[config.mk]
export PLATFORM = sky130hd
export DESIGN_NAME = archive_container_validator
export DESIGN_NICKNAME = d
export VERILOG_FILES = /design/src/acv_pkg.sv /design/src/acv_parser.sv /design/src/archive_container_validator.sv
export SDC_FILE = /design/constraint.sdc
export NUM_CORES = 1
export LEC_CHECK = 0
export BUFFER_PORTS_ARGS = -buffer_cell sky130_fd_sc_hd__buf_4
export CELL_PAD_IN_SITES_DETAIL_PLACEMENT = 1
export CELL_PAD_IN_SITES_GLOBAL_PLACEMENT = 1
export CORE_ASPECT_RATIO = 1.4
export CORE_UTILIZATION = 46
export CTS_CLUSTER_DIAMETER = 80
export DETAILED_ROUTE_END_ITERATION = 10
export MAX_ROUTING_LAYER = met4
export PLACE_DENSITY_LB_ADDON = 0.1
export RECOVER_POWER = 50
export SYNTH_ARGS = -nofsm -noshare
export SYNTH_HDL_FRONTEND = slang
export SYNTH_SLANG_ARGS = --single-unit
[constraint.sdc]
create_clock -name clock -period 4.71 [get_ports clock]
set_input_delay 0.2355 -clock clock [delete_from_list [all_inputs] [get_ports clock]]
set_output_delay 0.2355 -clock clock [all_outputs]
set_load 0.03 [all_outputs]
[src/acv_pkg.sv]
// ---------------------------------------------------------------------------
// acv_pkg
// Shared constants, types and the magic text table for the archive
// container validator.
// ---------------------------------------------------------------------------
package acv_pkg;

   // entry counter width (counter saturates at all ones)
   localparam int COUNT_BITS = 16;

   // framing lengths
   localparam int FILE_HDR_LEN  = 21;
   localparam int MAGIC_LEN     = 9;
   localparam int ENTRY_HDR_LEN = 16;

   // reset value of the version limit register
   localparam logic [31:0] MAX_VERSION_RESET = 32'd1;

   // line feed closes the magic text and every entry name
   localparam logic [7:0] LINE_FEED = 8'h0A;

   // error classes
   localparam logic [2:0] ERR_NONE    = 3'd0;
   localparam logic [2:0] ERR_HEADER  = 3'd1;
   localparam logic [2:0] ERR_VERSION = 3'd2;
   localparam logic [2:0] ERR_ENTRY   = 3'd3;
   localparam logic [2:0] ERR_TRUNC   = 3'd4;

   // one accepted stream byte
   typedef struct packed {
      logic [7:0] data_byte;
      logic       last_byte;
   } step_type;

   // end-of-stream verdict
   typedef struct packed {
      logic        stream_ok;
      logic [2:0]  error_class;
      logic [15:0] entries_seen;
   } result_type;

   // expected magic text, one byte per header position
   function automatic logic [7:0] magic_byte(input logic [3:0] idx);
      logic [7:0] value;
      unique case (idx)
         4'd0: value = 8'h50;
         4'd1: value = 8'h4A;
         4'd2: value = 8'h6F;
         4'd3: value = 8'h62;
         4'd4: value = 8'h46;
         4'd5: value = 8'h69;
         4'd6: value = 8'h6C;
         4'd7: value = 8'h65;
         4'd8: value = LINE_FEED;
         default: value = 8'h00;
      endcase
      return value;
   endfunction

endpackage

[src/acv_parser.sv]
// ---------------------------------------------------------------------------
// acv_parser
// Framing state of one container stream. Each step consumes one byte,
// updates the header, name, entry header and data tracking, and on the
// final byte produces the verdict and clears the stream state.
// ---------------------------------------------------------------------------
module acv_parser
   import acv_pkg::*;
(
   input  logic        clock,
   input  logic        reset,
   input  logic        step_en,
   input  step_type    step,
   input  logic [31:0] max_version,
   output result_type  result
);

   localparam logic [1:0] PH_HEADER = 2'd0;
   localparam logic [1:0] PH_NAME   = 2'd1;
   localparam logic [1:0] PH_EHDR   = 2'd2;
   localparam logic [1:0] PH_DATA   = 2'd3;

   localparam logic [COUNT_BITS-1:0] CNT_MAX = {COUNT_BITS{1'b1}};

   logic [1:0]            phase_ff,   phase_in;
   logic [4:0]            hdr_idx_ff, hdr_idx_in;
   logic [31:0]           ver_ff,     ver_in;
   logic                  name_ff,    name_in;
   logic [3:0]            ehi_ff,     ehi_in;
   logic [31:0]           psize_ff,   psize_in;
   logic [31:0]           rem_ff,     rem_in;
   logic [2:0]            err_ff,     err_in;
   logic [COUNT_BITS-1:0] cnt_ff,     cnt_in;

   logic [COUNT_BITS-1:0] cnt_inc;
   logic [31:0]           rem_dec;
   logic [2:0]            cls;

   // saturating increment and data countdown
   assign cnt_inc = (cnt_ff != CNT_MAX) ? cnt_ff + 1'b1 : cnt_ff;
   assign rem_dec = (rem_ff != 32'd0) ? rem_ff - 32'd1 : rem_ff;

   // next stream state and verdict
   always_comb begin
      phase_in   = phase_ff;
      hdr_idx_in = hdr_idx_ff;
      ver_in     = ver_ff;
      name_in    = name_ff;
      ehi_in     = ehi_ff;
      psize_in   = psize_ff;
      rem_in     = rem_ff;
      err_in     = err_ff;
      cnt_in     = cnt_ff;
      cls        = ERR_NONE;
      result     = '0;

      if (step_en) begin
         if (err_ff == ERR_NONE) begin
            unique case (phase_ff)
               PH_HEADER: begin
                  // magic text, then version bytes little-endian
                  if (hdr_idx_ff < 5'(MAGIC_LEN)) begin
                     if (step.data_byte != magic_byte(hdr_idx_ff[3:0])) begin
                        err_in = ERR_HEADER;
                     end
                  end else begin
                     case (hdr_idx_ff)
                        5'(MAGIC_LEN):     ver_in[7:0]   = ver_ff[7:0]   | step.data_byte;
                        5'(MAGIC_LEN + 1): ver_in[15:8]  = ver_ff[15:8]  | step.data_byte;
                        5'(MAGIC_LEN + 2): ver_in[23:16] = ver_ff[23:16] | step.data_byte;
                        5'(MAGIC_LEN + 3): ver_in[31:24] = ver_ff[31:24] | step.data_byte;
                        default: ;
                     endcase
                  end
                  // header complete: check version
                  if (err_in == ERR_NONE) begin
                     if (hdr_idx_ff >= 5'(FILE_HDR_LEN - 1)) begin
                        if (ver_ff > max_version) begin
                           err_in = ERR_VERSION;
                        end else begin
                           phase_in = PH_NAME;
                           name_in  = 1'b0;
                        end
                     end else begin
                        hdr_idx_in = hdr_idx_ff + 5'd1;
                     end
                  end
               end
               PH_NAME: begin
                  // name runs to line feed, must not be empty
                  if (step.data_byte == LINE_FEED) begin
                     if (!name_ff) begin
                        err_in = ERR_ENTRY;
                     end else begin
                        phase_in = PH_EHDR;
                        ehi_in   = 4'd0;
                        psize_in = 32'd0;
                     end
                  end else begin
                     name_in = 1'b1;
                  end
               end
               PH_EHDR: begin
                  // last four entry header bytes hold the packed size
                  case (ehi_ff)
                     4'(ENTRY_HDR_LEN - 4): psize_in[7:0]   = psize_ff[7:0]   | step.data_byte;
                     4'(ENTRY_HDR_LEN - 3): psize_in[15:8]  = psize_ff[15:8]  | step.data_byte;
                     4'(ENTRY_HDR_LEN - 2): psize_in[23:16] = psize_ff[23:16] | step.data_byte;
                     4'(ENTRY_HDR_LEN - 1): psize_in[31:24] = psize_ff[31:24] | step.data_byte;
                     default: ;
                  endcase
                  if (ehi_ff == 4'(ENTRY_HDR_LEN - 1)) begin
                     rem_in = psize_in;
                     if (psize_in == 32'd0) begin
                        cnt_in   = cnt_inc;
                        phase_in = PH_NAME;
                        name_in  = 1'b0;
                     end else begin
                        phase_in = PH_DATA;
                     end
                  end else begin
                     ehi_in = ehi_ff + 4'd1;
                  end
               end
               PH_DATA: begin
                  // count down payload bytes
                  rem_in = rem_dec;
                  if (rem_dec == 32'd0) begin
                     cnt_in   = cnt_inc;
                     phase_in = PH_NAME;
                     name_in  = 1'b0;
                  end
               end
               default: ;
            endcase
         end

         // final byte: verdict, then start over
         if (step.last_byte) begin
            cls = err_in;
            if (err_in == ERR_NONE) begin
               unique case (phase_in)
                  PH_HEADER: cls = ERR_HEADER;
                  PH_NAME:   cls = name_in ? ERR_ENTRY : ERR_NONE;
                  PH_EHDR:   cls = ERR_ENTRY;
                  PH_DATA:   cls = ERR_TRUNC;
                  default:   cls = ERR_TRUNC;
               endcase
            end
            result.stream_ok    = (cls == ERR_NONE);
            result.error_class  = cls;
            result.entries_seen = 16'(cnt_in);

            phase_in   = PH_HEADER;
            hdr_idx_in = 5'd0;
            ver_in     = 32'd0;
            name_in    = 1'b0;
            ehi_in     = 4'd0;
            psize_in   = 32'd0;
            rem_in     = 32'd0;
            err_in     = ERR_NONE;
            cnt_in     = '0;
         end
      end
   end

   // stream state registers
   always_ff @(posedge clock) begin
      if (reset) begin
         phase_ff   <= PH_HEADER;
         hdr_idx_ff <= 5'd0;
         ver_ff     <= 32'd0;
         name_ff    <= 1'b0;
         ehi_ff     <= 4'd0;
         psize_ff   <= 32'd0;
         rem_ff     <= 32'd0;
         err_ff     <= ERR_NONE;
         cnt_ff     <= '0;
      end else begin
         phase_ff   <= phase_in;
         hdr_idx_ff <= hdr_idx_in;
         ver_ff     <= ver_in;
         name_ff    <= name_in;
         ehi_ff     <= ehi_in;
         psize_ff   <= psize_in;
         rem_ff     <= rem_in;
         err_ff     <= err_in;
         cnt_ff     <= cnt_in;
      end
   end

`ifndef NO_ASSERTIONS
   // the final byte leaves a fresh stream behind
   a_clear_after_last: assert property (@(posedge clock) disable iff (reset)
      step_en && step.last_byte |=> phase_ff == PH_HEADER && hdr_idx_ff == 5'd0
         && err_ff == ERR_NONE && cnt_ff == '0)
      else $error("stream state not cleared after final byte");

   // payload phase always has bytes left to take
   a_data_nonzero: assert property (@(posedge clock) disable iff (reset)
      phase_ff == PH_DATA |-> rem_ff != 32'd0)
      else $error("payload phase with zero bytes remaining");

   // an error holds until the stream ends
   a_error_sticky: assert property (@(posedge clock) disable iff (reset)
      err_ff != ERR_NONE && !(step_en && step.last_byte) |=> $stable(err_ff))
      else $error("error class changed before end of stream");
`endif

endmodule

[src/archive_container_validator.sv]
// ---------------------------------------------------------------------------
// archive_container_validator
// Top level: input register, framing parser, result register and the
// version limit register.
// ---------------------------------------------------------------------------
// Checks the framing of an archive container stream at one byte per clock
// unless stalled. A byte is taken whenever the input register is empty or
// moving on; a byte marked last yields one verdict (valid flag, error class,
// complete entry count) via the input and result registers, and the next
// stream may follow directly. The input only stalls when a final byte waits
// behind a verdict that the result side has not yet taken. Write csr_wr_data
// to set the highest accepted version (reset value 1) between streams only.
module archive_container_validator
   import acv_pkg::*;
(
   input  logic        clock,
   input  logic        reset,
   // input channel
   input  logic        req_valid,
   output logic        req_stall,
   input  logic [7:0]  req_data_byte,
   input  logic        req_last_byte,
   // result channel
   output logic        rsp_valid,
   input  logic        rsp_stall,
   output logic        rsp_stream_ok,
   output logic [2:0]  rsp_error_class,
   output logic [15:0] rsp_entries_seen,
   // configuration
   input  logic        csr_wr_en,
   input  logic [31:0] csr_wr_data
);

   logic        in_valid_ff,  in_valid_in;
   step_type    in_step_ff;
   logic        out_valid_ff, out_valid_in;
   result_type  out_res_ff;
   logic [31:0] max_version_ff;

   logic        accept;
   logic        advance;
   result_type  result;

   // held byte moves on unless its verdict has nowhere to go
   assign advance   = in_valid_ff && (!in_step_ff.last_byte || !out_valid_ff || !rsp_stall);
   assign req_stall = in_valid_ff && !advance;
   assign accept    = req_valid && !req_stall;

   assign in_valid_in  = accept || (in_valid_ff && !advance);
   assign out_valid_in = (advance && in_step_ff.last_byte) || (out_valid_ff && rsp_stall);

   // input register
   always_ff @(posedge clock) begin
      if (reset) begin
         in_valid_ff <= 1'b0;
      end else begin
         in_valid_ff <= in_valid_in;
      end
      if (accept) begin
         in_step_ff.data_byte <= req_data_byte;
         in_step_ff.last_byte <= req_last_byte;
      end
   end

   // framing state and verdict
   acv_parser u_parser (
      .clock       (clock),
      .reset       (reset),
      .step_en     (advance),
      .step        (in_step_ff),
      .max_version (max_version_ff),
      .result      (result)
   );

   // result register
   always_ff @(posedge clock) begin
      if (reset) begin
         out_valid_ff <= 1'b0;
      end else begin
         out_valid_ff <= out_valid_in;
      end
      if (advance && in_step_ff.last_byte) begin
         out_res_ff <= result;
      end
   end

   // version limit register
   always_ff @(posedge clock) begin
      if (reset) begin
         max_version_ff <= MAX_VERSION_RESET;
      end else if (csr_wr_en) begin
         max_version_ff <= csr_wr_data;
      end
   end

   assign rsp_valid        = out_valid_ff;
   assign rsp_stream_ok    = out_res_ff.stream_ok;
   assign rsp_error_class  = out_res_ff.error_class;
   assign rsp_entries_seen = out_res_ff.entries_seen;

`ifndef NO_ASSERTIONS
   // stall only for a final byte blocked by an untaken verdict
   a_stall_cause: assert property (@(posedge clock) disable iff (reset)
      req_stall |-> in_step_ff.last_byte && out_valid_ff && rsp_stall)
      else $error("input stalled without a blocked verdict");

   // a final byte that moves on always yields a verdict
   a_last_gives_result: assert property (@(posedge clock) disable iff (reset)
      advance && in_step_ff.last_byte |=> rsp_valid)
      else $error("final byte produced no verdict");

   // a stalled verdict stays put
   a_result_held: assert property (@(posedge clock) disable iff (reset)
      rsp_valid && rsp_stall |=> rsp_valid && $stable(rsp_stream_ok)
         && $stable(rsp_error_class) && $stable(rsp_entries_seen))
      else $error("verdict changed while stalled");
`endif

endmodule

==> out/metrics.csv <==
stage;metric;value;unit
grt;grt_pass1_vias;10400;
sta;setup_ws;0.668;ns
clock_tree;clk_pin_slew;0.07;ns
die;die_area;23900;µm²
logic_synthesis;yosysTopAreaCell;dfxtp_1;
cells_and_area;area_growth;12.3;%
worst_setup_path;critPathCaptureType;flop;
sta;fin_crit;4.04;ns
placement;gp_congestion;0.955;
sta;holdWs;0.0159;ns
die;pin_count;68;
route;wl;33800;µm
cells_and_area;layout.nets;1420;
flow_run;cap_violations;1;
placement;port_buffers;67;
grt;grt_usage;30.6;%
logic_synthesis;ys_async_sr_fraction;0;%
grt;grt-ovfl-total;0;
route;num_vias;9960;
route;ant_nets;0;
sta;hold_viol;0;
route;drtIter0Drc;589;
die;die_h;182;µm
logic_synthesis;synth_edf_count;29;
logic_synthesis;yosysMostFrequentCell;nor2_1;
grt;antenna_found_initial;0;
sta;report.final.slew_viol_count;33;
placement;dp_slack;0.419;ns
logic_synthesis;synth_warnings;0;
die;rows;65;
die;core;22700;µm²
cells_and_area;antenna_cells;0;
logic_synthesis;netlist.area_leader.share;31.5;%
clock_tree;clock_latency;0.46;ns
sta;setup_viol;0;
worst_setup_path;crit_type;reg2reg;
clock_tree;cts_root_buf;clkbuf_16;
cells_and_area;drive_above_1_share;9.02;%
power;finalPower;3.57;mW
logic_synthesis;ys_top_cells_by_area;dfxtp_1 31%, edfxtp_1 8.1%, nor2_1 7.1%, a21oi_1 7.1%, ha_1 5.4%;
worst_setup_path;critPathMaxFanout;10;
worst_setup_path;cp.required;5.09;ns
status;status;finished with violations;
sta;setup_tns;0;ns
sta;fmax;0.247;GHz
clock_tree;cts_tree;done;
power;ir_drop;0.269;mV
worst_hold_path;min_path_type;in2reg;
route;dr.pass1.iters;5;
logic_synthesis;synth-main-ff-cell;dfxtp_1;
logic_synthesis;seq_area_frac_synth;39.6;%
cells_and_area;fin_area;12000;µm²
placement;dpl.hpwl;23900;µm
sta;fin_skew;0.0128;ns
worst_setup_path;cp-start-kind;flop;
logic_synthesis;postSynthAreaPerCell;8.26;µm²
clock_tree;post_cts_buffers;0;
clock_tree;cts_made_buffers;17;
logic_synthesis;synth_area;10700;µm²
logic_synthesis;ys_types;78;
clock_tree;clock_sinks;197;
die;start_util;47.1;%
die;die_w;131;µm
logic_synthesis;synth_common_cells;203 x nor2_1, 168 x dfxtp_1, 152 x a21oi_1;
clock_tree;clockBufferDepth;2;
worst_setup_path;crit_arrival;4.42;ns
status;violations;capacitance limit, slew limit;
power;power_density;297;nW/µm²
grt;grt_max_degree;85;
power;power_leakage;4.81;nW
sta;rsz0062_at_grt;false;
clock_tree;cts-htree-levels;4;
route;wl_per_cell;20.6;µm
grt;grt_pass1_wl;54700;µm
sta;period_share;85.8;%
placement;place_area;11400;µm²
sta;slew_headroom;-1.74;%
route;route.detailed.drc;0;
logic_synthesis;syn_inst;1295;
logic_synthesis;yosys_register_bits;197;
logic_synthesis;synth_fp_nets;1387;
sta;tightest_slew;1.53;ns
route;viasPerCell;6.07;
## flip-flops by register name (all words and copies together) (netlist names), named ones only
register / flops
max_version_ff: 32
u_parser.psize_ff: 32
u_parser.rem_ff: 32
u_parser.ver_ff: 32
rsp_entries_seen: 16
u_parser.cnt_ff: 16
in_step_ff: 9
u_parser.hdr_idx_ff: 5
u_parser.ehi_ff: 4
rsp_error_class: 3
u_parser.err_ff: 3
u_parser.phase_ff: 2
in_valid_ff: 1
rsp_stream_ok: 1
rsp_valid: 1
u_parser.name_ff: 1
## worst paths after layout
| kind | startpoint | endpoint | slack [ns] | cells past startpoint |
|---|---|---|---|---|
| min reg2reg | u_parser.psize_ff[18]$_SDFFE_PP0P_ | u_parser.psize_ff[18]$_SDFFE_PP0P_ | 0.47 | 2 |
| min | csr_wr_data[30] | max_version_ff[30]$_SDFFE_PP0P_ | 0.02 | 3 |
| max reg2reg | u_parser.rem_ff[0]$_SDFFE_PP0P_ | u_parser.cnt_ff[11]$_SDFFE_PP0P_ | 0.67 | 14 |
| max | u_parser.rem_ff[0]$_SDFFE_PP0P_ | u_parser.cnt_ff[11]$_SDFFE_PP0P_ | 0.67 | 14 |
## cell usage in the layout (no fill, tap or decap), types with 10 or more instances in the layout
cell / n
clkbuf_1: 29
inv_1: 56
a21oi_1: 152
nor3_1: 38
o21ai_0: 51
and3_1: 20
nand4_1: 36
mux2i_1: 41
a211oi_1: 27
xor2_1: 16
nor2_1: 203
a21o_1: 16
dfxtp_1: 168
ha_1: 46
clkbuf_16: 17
nor4_1: 31
nand3_1: 23
edfxtp_1: 29
buf_4: 57
xnor2_1: 10
or3_1: 16
a31oi_1: 10
dlygate4sd3_1: 10
nand2_1: 65
## layer usage
metal	wire (µm)	up-vias	track usage (%)
met2	17400	253	52.3
li1	-	4753	-
met1	13900	4866	34.5
met3	1160	88	4.93
met4	1300	0	13.8
met5	0	-	-
## layout make-up
cell class,count,area (µm²)
inverter,56,210
tap,301,377
clock buffer,20,447
clock inverter,12,151
sequential,197,4230
multi-input combinational,954,5900
fill,2788,10700
timing repair buffer,102,689
## worst max-delay path: stages (launching register included)
cell and delay, ns:
dfxtp_1 0.41, inv_1 0.10, ha_1 0.18, nor3b_2 0.39, nand4_1 0.31, nor2_1 0.46
buf_4 0.28, o311a_1 0.19, nand4_1 0.09, or4_4 0.45, o22ai_4 0.26, buf_4 0.22
nand4_1 0.14, or3_1 0.34, a21oi_1 0.12
## power by group
group,switching (mW),internal (mW)
logic,0.176,0.105
registers,0.0214,1.74
clock network,0.673,0.852
total,0.871,2.69
## timing repair
action,4_1_cts,5_1_grt
endpoints found under the setup margin,0,1
gates resized for setup,0,1
endpoints found under the hold margin,10,0
hold buffers,10,0
## per-stage QoR
stage	cells	util, %
2_1_floorplan	1295	-
3_3_place_gp	1600	50.3
3_5_place_dp	1600	50.3
4_1_cts	1642	53.4
5_1_grt	1642	52.9
6_report	1642	52.9
## logic make-up after synthesis
kind of cell               Yosys count  share of synthesized area, %
muxes                               41                          3.84
AOI/OAI and AO/OA                  341                          20.1
buffers and inverters              144                          5.35
adders and majority gates           46                          5.38
and+or+nand+nor                    500                          23.6
DFF                                197                          39.6
xor gates and xnor gates            26                          2.13
Power figures use the tool's default switching activity.
